File: src/hdl/cdq_pkg.sv
// ----------------------------------------------------------------------------
// cdq_pkg
// Shared widths, codes and defaults for the circular deque engine.
// ----------------------------------------------------------------------------
package cdq_pkg;

    localparam int DEPTH_DEFAULT = 128;
    localparam int DATA_W        = 32;
    localparam int CNT_W         = 8;
    localparam int ACT_W         = 2;
    localparam int STAT_W        = 2;

    localparam logic [CNT_W-1:0] CAP_RESET = 8'd128;

    typedef enum logic [ACT_W-1:0] {
        ACT_PUSH_FRONT = 2'd0,
        ACT_PUSH_REAR  = 2'd1,
        ACT_POP_FRONT  = 2'd2,
        ACT_POP_REAR   = 2'd3
    } action_t;

    typedef enum logic [STAT_W-1:0] {
        STAT_DONE      = 2'd0,
        STAT_OVERFLOW  = 2'd1,
        STAT_UNDERFLOW = 2'd2
    } status_t;

endpackage

File: src/hdl/cdq_store.sv
// ----------------------------------------------------------------------------
// cdq_store
// Element store: one write port, two registered read ports.
// ----------------------------------------------------------------------------
module cdq_store #(
    parameter int DEPTH = cdq_pkg::DEPTH_DEFAULT,
    parameter int AW    = $clog2(DEPTH)
) (
    input  logic                        aclk,
    input  logic                        wr_en,
    input  logic [AW-1:0]               wr_addr,
    input  logic [cdq_pkg::DATA_W-1:0]  wr_data,
    input  logic                        rd_en,
    input  logic [AW-1:0]               rd_addr_a,
    input  logic [AW-1:0]               rd_addr_b,
    output logic [cdq_pkg::DATA_W-1:0]  rd_data_a,
    output logic [cdq_pkg::DATA_W-1:0]  rd_data_b
);

    logic [cdq_pkg::DATA_W-1:0] mem [DEPTH];

    always_ff @(posedge aclk) begin
        if (wr_en) begin
            mem[wr_addr] <= wr_data;
        end
    end

    always_ff @(posedge aclk) begin
        if (rd_en) begin
            rd_data_a <= mem[rd_addr_a];
            rd_data_b <= mem[rd_addr_b];
        end
    end

endmodule

File: config.mk
export PLATFORM = sky130hd
export DESIGN_NAME = cdq_store
export DESIGN_NICKNAME = d
export VERILOG_FILES = /design/src/hdl/cdq_pkg.sv /design/src/hdl/cdq_store.sv
export SDC_FILE = /design/constraint.sdc
export NUM_CORES = 2
export LEC_CHECK = 0
export BUFFER_PORTS_ARGS = -buffer_cell sky130_fd_sc_hd__buf_2
export CAP_MARGIN = 20
export CORE_ASPECT_RATIO = 1.2
export CORE_UTILIZATION = 58
export DETAILED_ROUTE_END_ITERATION = 12
export PLACE_DENSITY = 0.77
export SETUP_SLACK_MARGIN = 0.3
export SLEW_MARGIN = 25
export SYNTH_ARGS = -nofsm -noshare
export SYNTH_HDL_FRONTEND = slang
export SYNTH_SLANG_ARGS = --single-unit
File: constraint.sdc
create_clock -name aclk -period 3.8 [get_ports aclk]
set_input_delay 0.76 -clock aclk [delete_from_list [all_inputs] [get_ports aclk]]
set_output_delay 0.76 -clock aclk [all_outputs]
set_load 0.01 [all_outputs]
==> impl_metrics.tcl <==
set metrics [dict create \
    vias 105000 \
    setup_tns_ns 0 \
    period_needed_ns 3.10 \
    finClkSkew_ns 0.0702 \
    use_met1_pct 48.2 \
    yosys-top-cells-area "edfxtp_1, mux4_2, clkbuf_1, mux2_2, buf_2" \
    hold_slack_ns 0.261 \
    synth_area_per_cell_um2 24.6 \
    post-route-period-util_pct 81.5 \
    rsz0062_at_grt "false" \
    grt_max_degree 129 \
    r2r-start "mem[48][27]" \
    p_per_area_nw_per_um2 460 \
    gp_congestion 0.873 \
    arrival_ns 3.75 \
    wire_per_inst_um 49.2 \
    grt_antenna_before_repair 61 \
    grt_busiest_layer "met2" \
    drt_iter0_drc 19000 \
    ant_nets 0 \
    max_freq_mhz 323 \
    grtUsageMet3_pct 14.3 \
    die_y_um 628 \
    startpoint_type "primary input" \
    finalWirelength_mm 635 \
    clk_path_buf_depth 4 \
    clockRootBuffer "clkbuf_16" \
    post_cts_resized 0 \
    hp-class "in -> reg" \
    ctsHoldBuffers 0 \
    cts_tree "yes" \
    grt_pass1_wl_mm 872 \
    synth_nets 7757 \
    numPortBuffers 119 \
    yosysWarnings 0 \
    cts_setup_buffers 0 \
    cts_buffers 392 \
    yosys.area.top_type_share_pct 66.0 \
    critPathRequiredTime_ns 4.45 \
    slew_viol_final 0 \
    clk_latency_ns 0.96 \
    max-vdd-ir-drop_mv 0.403 \
    num_rows 229 \
    crit_slowest_cell "mux4_2" \
    maxSlewHeadroom_pct 24.8 \
    coreArea_um2 325000 \
    utilization_pct 66.5 \
    hp-start "wr_data[17]" \
    critical_path_class "in -> reg" \
    netlist_area_um2 189000 \
    vias_per_cell 8.11 \
    ys_types 16 \
    ys_seq_elements 4160 \
    maxCapViolCount 0 \
    fin_nets 8373 \
    setup_violations 0 \
    grt_pass1_vias 107000 \
    grt-ovfl-total 0 \
    cts_sinks 4160 \
    tightest_slew_ns 1.13 \
    first_pass_iters 6 \
    path_max_fanout 26 \
    area_delta_synth_final_pct 14.0 \
    initial_core_util_pct 58.3 \
    grt_usage_pct 39.3 \
    yosysSeqAreaShare_pct 66.0 \
    cp-startpoint "rd_addr_a[0]" \
    die-area_um2 329000 \
    p_leak_nw 66.4 \
    ios 120 \
    total_power_mw 99.3 \
    hpwl_mm 356 \
    htree_levels 5 \
    drc 0 \
    netlist.top_cell.by_area "edfxtp_1" \
    path_clk_slew_ns 0.06 \
    grt_use_met2_pct 58.3 \
    status "complete, no violations" \
    nFillCells 19000 \
    path_cells "buf_12 > buf_12 > buf_12 > buf_4 > mux4_2 > mux4_2 > mux4_2 > mux2_2" \
    hold_viol 0 \
    drive_gt1_share_pct 49.7 \
    synthCells 7701 \
    max_stage_delay_ns 0.65 \
    fp.dieW_um 524 \
    end_kind "flop" \
]
[kinds of logic after synthesis]
group,synth area share [%]
buffers and inverters,1.34
multiplexers,32.3
flip-flops,66.0
AND/OR/NAND/NOR,0.368
[cell usage after synthesis]
cell      number
nor3_1         9
nand3_1       12
buf_2        103
nor2b_1        7
edfxtp_1    4160
nand2_1       14
nor2_1       122
mux4_2      2688
buf_4         17
nand2b_1       2
clkbuf_1     365
mux2_2        64
buf_1        132
buf_6          2
or3_1          1
nand4_1        3
[flip-flops by register name (all words and copies together), names as in the netlist]
| register | count |
|---|---|
| mem | 4096 |
| rd_data_a | 32 |
| rd_data_b | 32 |
[worst max-delay path, delay by kind of cell]
kind / cells / cell delay [ns]
multiplexers: 4 / 1.96
buffers and inverters: 4 / 0.96
[cells in the final DEF (no fill, tap or decap), drive strengths merged]
master and instances:
edfxtp 4160, mux4 2688, buf 841, clkbuf 461, clkinv 147, nor2 122, mux2 64, diode 43
bufinv 42, clkinvlp 27, nand2 14, nand3 12, inv 9, nor3 9, nor2b 7, nand4 3
nand2b 2, or3 1
[metal layers]
layer | vias to the layer above | share of wire, %
li1 | 36700 | -
met1 | 55100 | 29
met2 | 10400 | 46
met3 | 2656 | 16
met4 | 38 | 8.8
met5 | - | 0.043
[final timing paths]
kind	cells past startpoint	end	slack (ns)
max	8	rd_data_a[28]	0.70
min	1	mem[66][17]	0.26
max reg2reg	4	rd_data_b[27]	1.01
min reg2reg	4	rd_data_a[8]	1.24
[cell type report]
class                      instances  area (µm²)  share of cell area [%]
timing repair buffer             841       10100                    4.67
clock buffer                     461       10300                    4.77
clock inverter                   225        2250                    1.04
tap                             4273        5350                    2.48
antenna                           43         108                  0.0498
multi-input combinational       2922       62900                    29.1
sequential                      4160      125000                    57.8
[metrics by stage]
step                      std cells  instance area, µm²  worst slack [ns]
after floorplan                7701              190000            -0.199
after global placement        12200              203000            -0.148
after detailed placement      12200              203000            -0.171
after CTS                     12900              216000             0.807
after global routing          12900              216000             0.696
final                         12900              216000             0.702
[power by group]
part | total [mW] | internal [mW] | switching (mW)
Combinational | 8.65 | 3.99 | 4.65
Sequential | 51.1 | 50.8 | 0.320
Clock | 39.6 | 22.2 | 17.4
Total | 99.3 | 76.9 | 22.4
(Power assumes the default switching activity.)
